<file path="src/rtl/core/ledsp_pkg.sv">
`timescale 1ns / 1ps
// ----------------------------------------------------------------------------
// ledsp_pkg
// Shared types and constants for the LED status pattern driver: transaction
// payloads, command and mode codes, register indexes and reset values.
// ----------------------------------------------------------------------------
package ledsp_pkg;

    // elapsed-time counter width (supported range 8 to 32)
    localparam int TIMER_BITS = 12;
    localparam int PERIOD_W   = 12;
    localparam int BURST_W    = 4;
    localparam int CFG_IDX_W  = 3;
    localparam int CFG_DATA_W = 12;
    localparam int CMP_W      = (TIMER_BITS > PERIOD_W) ? TIMER_BITS : PERIOD_W;
    localparam int NUM_LEDS   = 4;

    // led slots
    localparam int LED_LINK   = 0;
    localparam int LED_CLOCK  = 1;
    localparam int LED_HEART  = 2;
    localparam int LED_STATUS = 3;

    // command codes
    localparam logic [1:0] CMD_TICK  = 2'd0;
    localparam logic [1:0] CMD_SET   = 2'd1;
    localparam logic [1:0] CMD_CLEAR = 2'd2;

    // status modes
    localparam logic [1:0] MODE_NONE  = 2'd0;
    localparam logic [1:0] MODE_FAST  = 2'd1;
    localparam logic [1:0] MODE_BURST = 2'd2;
    localparam logic [1:0] MODE_SOLID = 2'd3;

    // register indexes
    localparam logic [CFG_IDX_W-1:0] REG_LINK_BLINK  = 3'd0;
    localparam logic [CFG_IDX_W-1:0] REG_CLOCK_BLINK = 3'd1;
    localparam logic [CFG_IDX_W-1:0] REG_HEARTBEAT   = 3'd2;
    localparam logic [CFG_IDX_W-1:0] REG_FAST_BLINK  = 3'd3;
    localparam logic [CFG_IDX_W-1:0] REG_BURST_BLINK = 3'd4;
    localparam logic [CFG_IDX_W-1:0] REG_BURST_COUNT = 3'd5;

    // register reset values
    localparam logic [PERIOD_W-1:0] RST_LINK_BLINK  = 12'd500;
    localparam logic [PERIOD_W-1:0] RST_CLOCK_BLINK = 12'd1500;
    localparam logic [PERIOD_W-1:0] RST_HEARTBEAT   = 12'd1000;
    localparam logic [PERIOD_W-1:0] RST_FAST_BLINK  = 12'd150;
    localparam logic [PERIOD_W-1:0] RST_BURST_BLINK = 12'd200;
    localparam logic [BURST_W-1:0]  RST_BURST_COUNT = 4'd3;

    typedef struct packed {
        logic [1:0] command;
        logic       link_connected;
        logic       link_connecting;
        logic       clock_lost_power;
        logic [1:0] new_status;
    } t_in_item;

    typedef struct packed {
        logic       link_led;
        logic       clock_led;
        logic       heartbeat_led;
        logic       status_led;
        logic [1:0] status_mode;
    } t_out_item;

    typedef struct packed {
        logic [CFG_IDX_W-1:0]  index;
        logic [CFG_DATA_W-1:0] data;
    } t_cfg_item;

endpackage

</file>
<file path="src/rtl/core/ledsp_if.sv">
`timescale 1ns / 1ps
// ----------------------------------------------------------------------------
// ledsp interfaces
// Valid/ready channels for command items, result items and register writes.
// ----------------------------------------------------------------------------
interface ledsp_in_if;
    logic                 valid;
    logic                 ready;
    ledsp_pkg::t_in_item  data;

    modport source (output valid, output data, input ready);
    modport sink   (input valid, input data, output ready);
endinterface

interface ledsp_out_if;
    logic                 valid;
    logic                 ready;
    ledsp_pkg::t_out_item data;

    modport source (output valid, output data, input ready);
    modport sink   (input valid, input data, output ready);
endinterface

interface ledsp_cfg_if;
    logic                 valid;
    logic                 ready;
    ledsp_pkg::t_cfg_item data;

    modport source (output valid, output data, input ready);
    modport sink   (input valid, input data, output ready);
endinterface

</file>
<file path="src/rtl/core/led_status_pattern_driver_top.sv">
`timescale 1ns / 1ps
// ----------------------------------------------------------------------------
// led_status_pattern_driver_top
// Drives link, clock-health, heartbeat and status LEDs from tick and status
// commands, with one result transaction for every command transaction.
// ----------------------------------------------------------------------------
// The LED state and the result register are updated at the edge where the
// command is accepted, so a new command is taken in every cycle while the
// result register is empty or being drained; a result that waits stalls input
// for as long as it waits. Result valid rises in the cycle after the accept.
// Register writes are always accepted and take effect from the next command.
module led_status_pattern_driver_top (
    input  logic i_clk,
    input  logic i_rst_n,
    ledsp_in_if.sink    i_in,
    ledsp_out_if.source o_out,
    ledsp_cfg_if.sink   i_cfg
);
    import ledsp_pkg::*;

    // configuration registers
    logic [PERIOD_W-1:0] r_link_blink;
    logic [PERIOD_W-1:0] r_clock_blink;
    logic [PERIOD_W-1:0] r_heartbeat;
    logic [PERIOD_W-1:0] r_fast_blink;
    logic [PERIOD_W-1:0] r_burst_blink;
    logic [BURST_W-1:0]  r_burst_count;

    // led state
    logic [NUM_LEDS-1:0]   r_led;
    logic [NUM_LEDS-1:0]   n_led;
    logic [TIMER_BITS-1:0] r_cnt [NUM_LEDS];
    logic [TIMER_BITS-1:0] n_cnt [NUM_LEDS];
    logic [1:0]            r_mode;
    logic [1:0]            n_mode;
    logic [BURST_W-1:0]    r_blinks;
    logic [BURST_W-1:0]    n_blinks;

    // result register
    logic      r_out_valid;
    t_out_item r_out;
    t_out_item n_out;

    // tick helpers
    logic [TIMER_BITS-1:0] inc_cnt [NUM_LEDS];
    logic [PERIOD_W-1:0]   period  [NUM_LEDS];
    logic [NUM_LEDS-1:0]   due;
    logic [PERIOD_W-1:0]   status_period;

    logic in_acc;
    logic cfg_acc;

    // handshakes
    assign i_in.ready  = !r_out_valid || o_out.ready;
    assign in_acc      = i_in.valid && i_in.ready;
    assign i_cfg.ready = 1'b1;
    assign cfg_acc     = i_cfg.valid;
    assign o_out.valid = r_out_valid;
    assign o_out.data  = r_out;

    // register writes
    always_ff @(posedge i_clk) begin
        if (!i_rst_n) begin
            r_link_blink  <= RST_LINK_BLINK;
            r_clock_blink <= RST_CLOCK_BLINK;
            r_heartbeat   <= RST_HEARTBEAT;
            r_fast_blink  <= RST_FAST_BLINK;
            r_burst_blink <= RST_BURST_BLINK;
            r_burst_count <= RST_BURST_COUNT;
        end else if (cfg_acc) begin
            case (i_cfg.data.index)
                REG_LINK_BLINK:  r_link_blink  <= i_cfg.data.data;
                REG_CLOCK_BLINK: r_clock_blink <= i_cfg.data.data;
                REG_HEARTBEAT:   r_heartbeat   <= i_cfg.data.data;
                REG_FAST_BLINK:  r_fast_blink  <= i_cfg.data.data;
                REG_BURST_BLINK: r_burst_blink <= i_cfg.data.data;
                REG_BURST_COUNT: r_burst_count <= i_cfg.data.data[BURST_W-1:0];
                default: ;
            endcase
        end
    end

    // period per led and status period by mode
    assign status_period = (r_mode == MODE_BURST) ? r_burst_blink : r_fast_blink;
    assign period[LED_LINK]   = r_link_blink;
    assign period[LED_CLOCK]  = r_clock_blink;
    assign period[LED_HEART]  = r_heartbeat;
    assign period[LED_STATUS] = status_period;

    // saturating advance and due compare
    always_comb begin
        for (int i = 0; i < NUM_LEDS; i++) begin
            inc_cnt[i] = (r_cnt[i] == {TIMER_BITS{1'b1}}) ? r_cnt[i]
                                                          : r_cnt[i] + 1'b1;
            due[i] = CMP_W'(inc_cnt[i]) >= CMP_W'(period[i]);
        end
    end

    // next state for one command
    always_comb begin
        n_led    = r_led;
        n_mode   = r_mode;
        n_blinks = r_blinks;
        for (int i = 0; i < NUM_LEDS; i++) begin
            n_cnt[i] = r_cnt[i];
        end

        case (i_in.data.command)
            CMD_TICK: begin
                for (int i = 0; i < NUM_LEDS; i++) begin
                    n_cnt[i] = inc_cnt[i];
                end

                // link led
                if (i_in.data.link_connected) begin
                    n_led[LED_LINK] = 1'b1;
                end else if (i_in.data.link_connecting) begin
                    if (due[LED_LINK]) begin
                        n_led[LED_LINK] = !r_led[LED_LINK];
                        n_cnt[LED_LINK] = '0;
                    end
                end else begin
                    n_led[LED_LINK] = 1'b0;
                end

                // clock led
                if (!i_in.data.clock_lost_power) begin
                    n_led[LED_CLOCK] = 1'b1;
                end else if (due[LED_CLOCK]) begin
                    n_led[LED_CLOCK] = !r_led[LED_CLOCK];
                    n_cnt[LED_CLOCK] = '0;
                end

                // heartbeat led
                if (due[LED_HEART]) begin
                    n_led[LED_HEART] = !r_led[LED_HEART];
                    n_cnt[LED_HEART] = '0;
                end

                // status led
                case (r_mode)
                    MODE_FAST: begin
                        if (due[LED_STATUS]) begin
                            n_led[LED_STATUS] = !r_led[LED_STATUS];
                            n_cnt[LED_STATUS] = '0;
                        end
                    end
                    MODE_BURST: begin
                        if (r_blinks != '0) begin
                            if (due[LED_STATUS]) begin
                                n_led[LED_STATUS] = !r_led[LED_STATUS];
                                n_cnt[LED_STATUS] = '0;
                                // a toggle to off ends one blink
                                if (r_led[LED_STATUS]) begin
                                    n_blinks = r_blinks - 1'b1;
                                end
                            end
                        end else begin
                            n_led[LED_STATUS] = 1'b0;
                            n_mode            = MODE_NONE;
                        end
                    end
                    MODE_SOLID: n_led[LED_STATUS] = 1'b1;
                    default:    n_led[LED_STATUS] = 1'b0;
                endcase
            end
            CMD_SET: begin
                n_mode            = i_in.data.new_status;
                n_cnt[LED_STATUS] = '0;
                if (i_in.data.new_status == MODE_BURST) begin
                    n_blinks = r_burst_count;
                end
            end
            CMD_CLEAR: begin
                n_mode            = MODE_NONE;
                n_led[LED_STATUS] = 1'b0;
            end
            default: ;
        endcase

        n_out.link_led      = n_led[LED_LINK];
        n_out.clock_led     = n_led[LED_CLOCK];
        n_out.heartbeat_led = n_led[LED_HEART];
        n_out.status_led    = n_led[LED_STATUS];
        n_out.status_mode   = n_mode;
    end

    // state update on accepted command
    always_ff @(posedge i_clk) begin
        if (!i_rst_n) begin
            r_led    <= '0;
            r_mode   <= MODE_NONE;
            r_blinks <= '0;
            for (int i = 0; i < NUM_LEDS; i++) begin
                r_cnt[i] <= '0;
            end
        end else if (in_acc) begin
            r_led    <= n_led;
            r_mode   <= n_mode;
            r_blinks <= n_blinks;
            for (int i = 0; i < NUM_LEDS; i++) begin
                r_cnt[i] <= n_cnt[i];
            end
        end
    end

    // result valid
    always_ff @(posedge i_clk) begin
        if (!i_rst_n) begin
            r_out_valid <= 1'b0;
        end else if (in_acc) begin
            r_out_valid <= 1'b1;
        end else if (o_out.ready) begin
            r_out_valid <= 1'b0;
        end
    end

    // result payload
    always_ff @(posedge i_clk) begin
        if (in_acc) begin
            r_out <= n_out;
        end
    end

    // clear forces the status led off and mode to none
    a_clear_off: assert property (@(posedge i_clk) disable iff (!i_rst_n)
        (in_acc && i_in.data.command == CMD_CLEAR)
        |=> (r_out.status_led == 1'b0 && r_out.status_mode == MODE_NONE))
        else $error("clear did not force status off");

    // set reports the requested mode
    a_set_mode: assert property (@(posedge i_clk) disable iff (!i_rst_n)
        (in_acc && i_in.data.command == CMD_SET)
        |=> (r_out.status_mode == $past(i_in.data.new_status)))
        else $error("set did not load status mode");

    // connected link is solid on after a tick
    a_link_solid: assert property (@(posedge i_clk) disable iff (!i_rst_n)
        (in_acc && i_in.data.command == CMD_TICK && i_in.data.link_connected)
        |=> (r_out.link_led == 1'b1 && r_led[LED_LINK] == 1'b1))
        else $error("connected link led not on");

    // result register and led state agree after every accepted command
    a_out_state: assert property (@(posedge i_clk) disable iff (!i_rst_n)
        in_acc |=> (r_out.status_led == r_led[LED_STATUS]
                    && r_out.status_mode == r_mode && r_out_valid))
        else $error("result register out of step with state");

endmodule

</file>
<file path="src/flat_wrapper.sv">
// flat-port wrapper written by rule: the top's interface ports become plain ports
module led_status_pattern_driver_top_flat import ledsp_pkg::*;
  (i_clk, i_rst_n, i_in_valid, i_in_data, i_in_ready, o_out_valid, o_out_data, o_out_ready, i_cfg_valid, i_cfg_data, i_cfg_ready);
  ledsp_in_if i_in_i ();
  ledsp_out_if o_out_i ();
  ledsp_cfg_if i_cfg_i ();
  input  logic i_clk;
  input  logic i_rst_n;
  input wire logic [$bits(i_in_i.valid)-1:0] i_in_valid;
  input wire logic [$bits(i_in_i.data)-1:0] i_in_data;
  output wire logic [$bits(i_in_i.ready)-1:0] i_in_ready;
  output wire logic [$bits(o_out_i.valid)-1:0] o_out_valid;
  output wire logic [$bits(o_out_i.data)-1:0] o_out_data;
  input wire logic [$bits(o_out_i.ready)-1:0] o_out_ready;
  input wire logic [$bits(i_cfg_i.valid)-1:0] i_cfg_valid;
  input wire logic [$bits(i_cfg_i.data)-1:0] i_cfg_data;
  output wire logic [$bits(i_cfg_i.ready)-1:0] i_cfg_ready;
  assign i_in_i.valid = i_in_valid;
  assign i_in_i.data = i_in_data;
  assign i_in_ready = i_in_i.ready;
  assign o_out_valid = o_out_i.valid;
  assign o_out_data = o_out_i.data;
  assign o_out_i.ready = o_out_ready;
  assign i_cfg_i.valid = i_cfg_valid;
  assign i_cfg_i.data = i_cfg_data;
  assign i_cfg_ready = i_cfg_i.ready;
  led_status_pattern_driver_top u_core (.i_clk(i_clk), .i_rst_n(i_rst_n), .i_in(i_in_i), .o_out(o_out_i), .i_cfg(i_cfg_i));
endmodule
</file>
<file path="config.mk">
export PLATFORM = sky130hd
export DESIGN_NAME = led_status_pattern_driver_top_flat
export DESIGN_NICKNAME = d
export VERILOG_FILES = /design/src/rtl/core/ledsp_pkg.sv /design/src/rtl/core/ledsp_if.sv /design/src/rtl/core/led_status_pattern_driver_top.sv /design/src/flat_wrapper.sv
export SDC_FILE = /design/constraint.sdc
export NUM_CORES = 1
export LEC_CHECK = 0
export BUFFER_PORTS_ARGS = -buffer_cell sky130_fd_sc_hd__buf_2
export CELL_PAD_IN_SITES_DETAIL_PLACEMENT = 1
export CELL_PAD_IN_SITES_GLOBAL_PLACEMENT = 1
export CORE_UTILIZATION = 52
export DETAILED_ROUTE_END_ITERATION = 7
export PLACE_DENSITY = 0.84
export SETUP_SLACK_MARGIN = 0.05
export SLEW_MARGIN = 30
export SYNTH_ARGS = -nofsm -noshare
export SYNTH_HDL_FRONTEND = slang
export SYNTH_SLANG_ARGS = --single-unit
</file>
<file path="constraint.sdc">
create_clock -name i_clk -period 6.9 [get_ports i_clk]
set_input_delay 1.38 -clock i_clk [delete_from_list [all_inputs] [get_ports i_clk]]
set_output_delay 1.38 -clock i_clk [all_outputs]
set_load 0.02 [all_outputs]
</file>
Word level (Yosys, flattened, before mapping). Memory sizes are Yosys's and may differ from the RTL's. Cells that the tools add are included.

Input port bits: 27. Bits in writable memories: 48. Output and inout port bits: 9. Bits in read-only memories: 0. Memories: 1. Word-level logic and storage cells: 114. Latch bits: 0. Register bits: 81.

$mul: 0. Add/sub/neg operators: 5. Reduce and logical (&&, ||, !) cells: 19. Divide/modulo/power cells: 0. Equal/unequal tests: 20. Bitwise gates (word level): 4. Shift-type cells: 0. Muxes and demuxes: 46. Order comparisons: 4.

Memory list: u_core.r_cnt (words 4, bits a word 12, rd ports 4, clocked after memory_dff 0, write ports 4, line led_status_pattern_driver_top.sv:32) `logic [TIMER_BITS-1:0] r_cnt [NUM_LEDS];`.

Operators with widths (count): $mux W12 (17); $add A12 B1 Y12 const B (4); $eq A12 B12 Y1 const B (4); $ge A12 B12 Y1 (4); $pmux W12 S2 (2); $mux W36 (1); $mux W4 (5); $mux W1 (14); $reduce_and A2 Y1 (6); $ne A2 B1 Y1 const B (5); $eq A2 B2 Y1 const B (4); $pmux W4 S2 (1); $reduce_and A7 Y1 (1); $eq A3 B2 Y1 const B (2); $eq A3 B3 Y1 const B (2); $pmux W2 S3 (1); $logic_not A1 Y1 (5); $eq A2 B1 Y1 const B (2); $mux W2 (2); $or A1 B1 Y1 (4); $reduce_bool A2 Y1 (2); $reduce_bool A4 Y1 (1); $sub A4 B1 Y4 const B (1); $eq A3 B1 Y1 const B (1); other kinds (7) (7).

Depth between registers and ports, before layout. Gate-level depths: netlist of the first run. An unclocked memory read counts as a cell.

Depth in word-level cells: 9. Mapped depth: 16. Depth with buffers taken out: 14.

Worst setup path before layout of the first run. OpenSTA, ideal clock, no wires.

Kind: reg2reg. Start point: memory u_core.r_cnt[0][0]. End point: memory u_core.r_cnt[0][5], data pin. Data arrival time: 3.292 ns. Library setup time: 0.167 ns. Required time: 6.733 ns. Path buffers: 3. Period minus slack after synthesis: 3.460 ns. Path slack: 3.440 ns. Cell stages (with the launch flop): 16. Path through: edfxtp_1 > ha_1 > and3_1 > nand3_1 > or3_1 > clkbuf_1 > clkbuf_1 > a21oi_1 > ha_1 > a21oi_1 > o21ai_0 > a221oi_1 > nand2_1 > a31o_2 > clkbuf_1 > a211oi_1.

RTL lines (line): start, declared (led_status_pattern_driver_top.sv:32).

==> results of run 1 <==
[state kept, by name (all words and copies together) (netlist names)]
register	count
u_core.r_blinks	4
u_core.r_clock_blink	12
u_core.r_fast_blink	12
u_core.r_burst_count	4
u_core.r_led	4
u_core.r_mode	2
u_core.r_burst_blink	12
u_core.r_heartbeat	12
u_core.r_link_blink	12
u_core.o_out.data	6
u_core.r_cnt	48
u_core.o_out.valid	1
[tightest hold or removal path: stages, from the launching register on]
cell and delay, ns:
dfxtp_1 0.31, nand2_1 0.05, a21boi_0 0.07
[power groups by stage]
stage | combinational [mW] | sequential (mW) | clock, mW
floorplan | 0.148 | 0.872 | 0
global placement | 0.207 | 0.873 | 0
detailed placement | 0.223 | 0.876 | 0
CTS | 0.228 | 0.861 | 0.863
global route | 0.254 | 0.866 | 0.889
finish | 0.229 | 0.862 | 0.854
[placed cells by master (no fill, tap or decap), drive strengths merged, types with 23 or more instances in the layout]
| cell type | count |
|---|---|
| nand2 | 166 |
| dfxtp | 75 |
| ha | 57 |
| edfxtp | 54 |
| inv | 52 |
| a21oi | 39 |
| nand3 | 39 |
| nor2 | 39 |
| buf | 38 |
| a21boi | 37 |
| nor2b | 30 |
| clkbuf | 27 |
| o211ai | 23 |
[logic make-up after synthesis]
family,count (synthesis),share of synthesized area (%)
adder cells (fa/ha/maj),57,9.601
buffers and inverters,77,4.042
flip-flops,129,42.04
multiplexers,26,3.655
AND/OR/NAND/NOR,345,21.93
AO/OA/AOI/OAI,164,15.26
XOR/XNOR,29,3.419
other,1,0.05048
[per-stage QoR]
step / setup slack, ns / instances / utilization, % / hold slack [ns] / area [sq um]
floorplan: 3.440 / 828 / - / 0.4398 / 7428
global placement: 2.835 / 1021 / 55.64 / 0.4503 / 7754
detailed placement: 2.584 / 1021 / 55.64 / 0.4655 / 7754
CTS: 2.525 / 1052 / 59.63 / 0.4727 / 8309
global route: 2.101 / 1052 / 59.71 / 0.4939 / 8320
finish: 2.491 / 1052 / 59.71 / 0.4703 / 8320
[area by class of cell]
| type | count | area, sq um | area share [%] |
|---|---|---|---|
| clock buffers | 27 | 535.5 | 6.436 |
| clock inverters | 4 | 20.02 | 0.2406 |
| inverters | 52 | 195.2 | 2.346 |
| multi-input cells | 622 | 4021 | 48.33 |
| flip-flops and latches | 129 | 3123 | 37.53 |
| well taps | 180 | 225.2 | 2.707 |
| repair buffers | 38 | 200.2 | 2.406 |
[per-layer routing]
metal	part of all wire (%)	GRT usage [%]
met2	50	51.38
met4	3.5	14.20
met1	43	34.65
met3	3.7	5.592
met5	0	0
[final timing paths]
kind,startpoint,slack (ns),endpoint
hold / removal,u_core.r_fast_blink[8],0.47,u_core.r_fast_blink[8]
setup reg to reg,u_core.r_cnt[3][0],2.49,u_core.r_cnt[3][1]
hold reg to reg,u_core.r_fast_blink[8],0.47,u_core.r_fast_blink[8]
setup / recovery,u_core.r_cnt[3][0],2.49,u_core.r_cnt[3][1]
==> flow_metrics.env, run 1 <==
export IMPL_result_of_the_run="finished, final reports clean"
export IMPL_number_of_synthesis_warnings=0
export IMPL_post_synth_top_count_cell="nand2_1"
export IMPL_synth_cells_most_frequent="nand2_1 (165), dfxtp_1 (75), ha_1 (57), edfxtp_1 (54), inv_1 (51)"
export IMPL_post_layout_min_period_ns=4.409
export IMPL_power_static_leakage_nw=3.422
export IMPL_top_level_i_o_count=36
export IMPL_worstPathMaxFanout=12
export IMPL_pin_count_of_the_biggest_net_entering_global_routing=85
export IMPL_min_delay_path_depth=2
export IMPL_cts_clk_slew_worst_paths_ns=0.05
export IMPL_arrival_ns=4.56
export IMPL_required_time_at_the_endpoint_of_the_critical_path_ns=7.05
export IMPL_total_power_draw_mw=1.945
export IMPL_power_share_combinational_pct=11.8
export IMPL_fin_skew_ns=0.01079
export IMPL_max_cap_violations=0
export IMPL_placeableCoreArea_sq_um=13930
export IMPL_path_delay_family="simple AND/OR/NAND/NOR gates"
export IMPL_rsz0062_at_grt="no"
export IMPL_cts_hold_fix_bufs=0
export IMPL_yosysUniqueCellTypes=60
export IMPL_post_cts_setup_buffer_count=0
export IMPL_setup_worst_path_class="reg2reg"
export IMPL_num_vias=6238
export IMPL_drtAntennaViolNets=0
export IMPL_cts_sinks=129
export IMPL_postSynthCellCount=828
export IMPL_power_density_nw_per_um2=233.7
export IMPL_cts_root_to_sink_buffers=2
export IMPL_cp_depth=12
export IMPL_cp_end_kind="flop"
export IMPL_power_internal_mw=1.445
export IMPL_route_detailed_drc=0
export IMPL_cp_start_kind="flop"
export IMPL_crit_path_cell_trace="ha_1, nand3_1, nor3_1, nand4_1, and3_1, xor2_1, ha_1, nand4_1, o31ai_1, a21boi_1, o21ai_1, nor2b_1"
export IMPL_setup_tns_ns=0
export IMPL_net_switching_power_mw=0.4992
export IMPL_max_slew_worst_pin_slew_ns=0.9200
export IMPL_slew_violations=0
export IMPL_setup_viol_count_final=0
export IMPL_gp_routability_congestion=0.8547
export IMPL_floorplan_die_area_sq_um=14770
export IMPL_clkLatencyLatePin_ns=0.44
export IMPL_grt_remaining_overflow=0
export IMPL_synthToLayoutAreaGrowth_pct=12.01
export IMPL_number_of_antenna_violations_at_the_first_check_in_global_routing=0
export IMPL_critPathSlowestCell="o21ai_1"
export IMPL_routed_via_density=5.930
export IMPL_worstPathBufferInverterCount=0
export IMPL_cts_htree_levels=4
export IMPL_placementRows=43
export IMPL_cts_tree="done"
export IMPL_post_dp_hpwl_mm=14.31
export IMPL_antennaDiodeCount=0
export IMPL_final_nets=944
export IMPL_share_of_final_layout_standard_cells_stronger_than_drive_strength_1_pct=10.32
export IMPL_floorplan_die_width_microns=121.5
export IMPL_initialDrtViolationCount=301
export IMPL_achievable_frequency_mhz=226.8
export IMPL_worst_hold_path_type="reg2reg"
export IMPL_port_buffer_count=34
export IMPL_tritoncts_num_buffers=17
export IMPL_avgRoutedWirePerCell_microns=19.28
export IMPL_layout_worst_path_cycle_share_pct=63.90
export IMPL_ys_top_cells_by_area="edfxtp_1 (22%), dfxtp_1 (20%), ha_1 (9.6%), nand2_1 (8.3%), a21boi_0 (3.6%)"
export IMPL_ys_seq_area_share_pct=42.04
export IMPL_grt_first_pass_wirelength_mm=33.09
export IMPL_n_fill_cell=1635
export IMPL_drt_pass1_iterations=4
export IMPL_die_h_microns=121.5
export IMPL_synth_seq_cells=129
export IMPL_yosysTopAreaCellShare_pct=21.83
export IMPL_syn_avg_cell_area_sq_um=8.971
export IMPL_detail_route_wirelength_mm=20.28
export IMPL_mappedNetlistNets=912
export IMPL_synth_top_area_cell="edfxtp_1"
export IMPL_grt_util_all_layers_pct=29.47
export IMPL_vdd_drop_max_v=0.0001773
export IMPL_cts_resized=0
export IMPL_power_clock_fraction_pct=43.9
export IMPL_power_frac_seq_pct=44.3
export IMPL_starting_density_pct=53.31
export IMPL_swShare_pct=25.67
export IMPL_number_of_synthesized_flops_with_an_enable_pin=54
export IMPL_critical_path_max_stage_delay_ns=0.60
export IMPL_ys_dominant_reg_cell="dfxtp_1"
export IMPL_worst_r2r_cell_count=12
export IMPL_timing_hold_violations_final=0
export IMPL_slew_limit_headroom_pct=38.66
export IMPL_synthesis_area_sq_um=7428
export IMPL_async_reset_ff_share_pct=0
export IMPL_root_buffer="clkbuf_16"
export IMPL_first_global_vias=6662
Power figures use the tool's default switching activity.
==> inputs of run 2 (changes only) <==
ABC_AREA = 1   (was default)
CORE_UTILIZATION = 42   (was 52)
PLACE_DENSITY = 0.75   (was 0.84)
clock period = 3.8 ns   (was 6.9 ns; I/O delays follow)
==> run 2 against run 1 <==
Design area is 2.3% higher. Sequential power is 82% higher. Hold slack worse by 0.0087 ns. Clock skew is 0.0027 ns lower. Routed wire length is 3.8% lower. Die area is 25% higher. First-iteration DRC count is 2.0% higher. Area after synthesis is 1.6% higher. Total power is 82% higher. Maximum frequency is 31% higher. Non-clock buffer count is 10 higher. Count of clock-buffer cells in the layout is 1 lower.
==> flow_metrics.env, run 2 <==
export IMPL_cts_resized=0
export IMPL_number_of_synthesis_warnings=0
export IMPL_cts_root_to_sink_buffers=2
export IMPL_port_buffer_count=34
export IMPL_floorplan_die_area_sq_um=18500
export IMPL_starting_density_pct=43.32
export IMPL_post_layout_min_period_ns=3.374
export IMPL_placeableCoreArea_sq_um=17420
export IMPL_result_of_the_run="finished, final reports clean"
export IMPL_async_reset_ff_share_pct=0
export IMPL_post_dp_hpwl_mm=14.45
export IMPL_detail_route_wirelength_mm=19.51
export IMPL_ys_seq_area_share_pct=41.39
export IMPL_power_static_leakage_nw=4.003
export IMPL_achievable_frequency_mhz=296.4
export IMPL_cts_clk_slew_worst_paths_ns=0.06
export IMPL_required_time_at_the_endpoint_of_the_critical_path_ns=3.97
export IMPL_slew_violations=0
export IMPL_antennaDiodeCount=0
export IMPL_postSynthCellCount=974
export IMPL_syn_avg_cell_area_sq_um=7.746
export IMPL_mostFrequentLayoutCell="nand2_1"
export IMPL_final_nets=1098
export IMPL_cts_htree_levels=4
export IMPL_root_buffer="clkbuf_16"
export IMPL_pin_count_of_the_biggest_net_entering_global_routing=68
export IMPL_setup_worst_path_class="reg2reg"
export IMPL_largest_register_ff_count=48
export IMPL_cts_tree="done"
export IMPL_clkLatencyLatePin_ns=0.43
export IMPL_vdd_drop_max_v=0.0003021
export IMPL_grt_util_all_layers_pct=23.14
export IMPL_ys_top_cells_by_area="edfxtp_1 (21%), dfxtp_1 (20%), ha_1 (9.5%), nand2_1 (9.1%), inv_1 (7.8%)"
export IMPL_synthesis_area_sq_um=7545
export IMPL_cp_end_kind="flop"
export IMPL_number_of_synthesized_flops_with_an_enable_pin=54
export IMPL_worstPathMaxFanout=7
export IMPL_grt_first_pass_wirelength_mm=32.89
export IMPL_die_h_microns=136.0
export IMPL_post_synth_top_count_cell="nand2_1"
export IMPL_max_slew_worst_pin_slew_ns=0.6544
export IMPL_routed_via_density=5.076
export IMPL_drt_pass1_iterations=4
export IMPL_yosysTopAreaCellShare_pct=21.49
export IMPL_setup_tns_ns=0
export IMPL_num_vias=6355
export IMPL_tritoncts_num_buffers=17
export IMPL_drtAntennaViolNets=0
export IMPL_synth_seq_cells=129
export IMPL_arrival_ns=3.55
export IMPL_first_global_vias=6523
export IMPL_route_detailed_drc=0
export IMPL_initialDrtViolationCount=307
export IMPL_max_cap_violations=0
export IMPL_yosysUniqueCellTypes=47
export IMPL_largest_register="u_core.r_cnt"
export IMPL_mappedNetlistNets=1058
export IMPL_number_of_antenna_violations_at_the_first_check_in_global_routing=0
export IMPL_floorplan_die_width_microns=136.0
export IMPL_cts_hold_fix_bufs=0
export IMPL_setup_viol_count_final=0
export IMPL_share_of_final_layout_standard_cells_stronger_than_drive_strength_1_pct=10.81
export IMPL_ys_dominant_reg_cell="dfxtp_1"
export IMPL_gp_routability_congestion=0.7942
export IMPL_synth_top_area_cell="edfxtp_1"
export IMPL_slew_limit_headroom_pct=56.37
export IMPL_fin_skew_ns=0.008119
export IMPL_avgRoutedWirePerCell_microns=15.59
export IMPL_power_density_nw_per_um2=415.4
export IMPL_total_power_draw_mw=3.538
export IMPL_placementRows=48
export IMPL_top_level_i_o_count=36
export IMPL_layout_worst_path_cycle_share_pct=88.80
export IMPL_synthToLayoutAreaGrowth_pct=12.87
export IMPL_rsz0062_at_grt="no"
export IMPL_worst_hold_path_type="reg2reg"
export IMPL_post_cts_setup_buffer_count=0
export IMPL_synth_cells_most_frequent="nand2_1 (183), inv_1 (156), nor2_1 (118), dfxtp_1 (75), a21oi_1 (65)"
export IMPL_cp_start_kind="flop"
export IMPL_cts_sinks=129
export IMPL_grt_remaining_overflow=0
export IMPL_timing_hold_violations_final=0
export IMPL_layout_cells_most_common_list="nand2_1 (183), inv_1 (156), nor2_1 (118)"
==> run 2: routing by layer <==
layer | GRT usage (%) | share of wire [%] | vias up
li1 | - | - | 3238
met1 | 30.76 | 49 | 3005
met2 | 37.73 | 46 | 87
met3 | 4.139 | 3.1 | 25
met4 | 7.716 | 1.6 | 0
met5 | 0 | 0 | -
==> run 2: report_power, final <==
part           switching [mW]  internal [mW]
Sequential             0.0484           1.52
Clock                   0.598          0.913
Combinational           0.301          0.155
==> run 2: path summary, 6_finish.rpt <==
check                          from                     end  slack, ns  cells past startpoint
max reg2reg      u_core.r_cnt[3][1]      u_core.r_cnt[3][7]       0.43                     19
min reg2reg  u_core.r_fast_blink[4]  u_core.r_fast_blink[4]       0.46                      2
min          u_core.r_fast_blink[4]  u_core.r_fast_blink[4]       0.46                      2
max              u_core.r_cnt[3][1]      u_core.r_cnt[3][7]       0.43                     19
==> run 2: critical path, cell delays in order (launching register included) <==
cell and delay (ns):
edfxtp_1 0.42, ha_1 0.21, nand2_1 0.09, nor3_2 0.19
nand2_2 0.11, nor2_4 0.14, nand2_1 0.06, o21ai_0 0.24
inv_1 0.08, ha_1 0.29, nand2_1 0.06, nor2_1 0.18
nand2_1 0.07, nor2_1 0.11, nand2_1 0.09, nand2_1 0.13
a21oi_1 0.07, o211ai_2 0.30, buf_4 0.23, nor2_1 0.05
==> run 2: final cells by class <==
class                   count  area [sq um]
fillers                  2182          8901
multi-input cells         659          3709
clock inverters             6         60.06
clock buffers              26         469.2
inverters                 159         598.1
flip-flops and latches    129          3123
well taps                 225         281.5
repair buffers             48         275.3
==> run 2: cells by family after synthesis <==
family | count (synthesis) | synth area share, %
mux | 12 | 1.592
simple gates | 401 | 23.10
other cells | 1 | 0.04970
compound gates | 167 | 12.52
fa+ha+maj | 57 | 9.453
xor+xnor | 21 | 2.438
flops | 129 | 41.39
buf+inv | 186 | 9.453
==> run 2: metrics by stage <==
| step | worst slack [ns] | util [%] | instances | cell area [sq um] | hold slack [ns] |
|---|---|---|---|---|---|
| 2_1_floorplan | 0.9806 | - | 974 | 7545 | 0.4282 |
| 3_3_place_gp | 0.6417 | 45.85 | 1220 | 7986 | 0.4377 |
| 3_5_place_dp | 0.4795 | 45.85 | 1220 | 7986 | 0.4533 |
| 4_1_cts | 0.4336 | 48.89 | 1252 | 8516 | 0.4669 |
| 5_1_grt | 0.09661 | 48.89 | 1252 | 8516 | 0.4905 |
| 6_report | 0.4258 | 48.89 | 1252 | 8516 | 0.4616 |
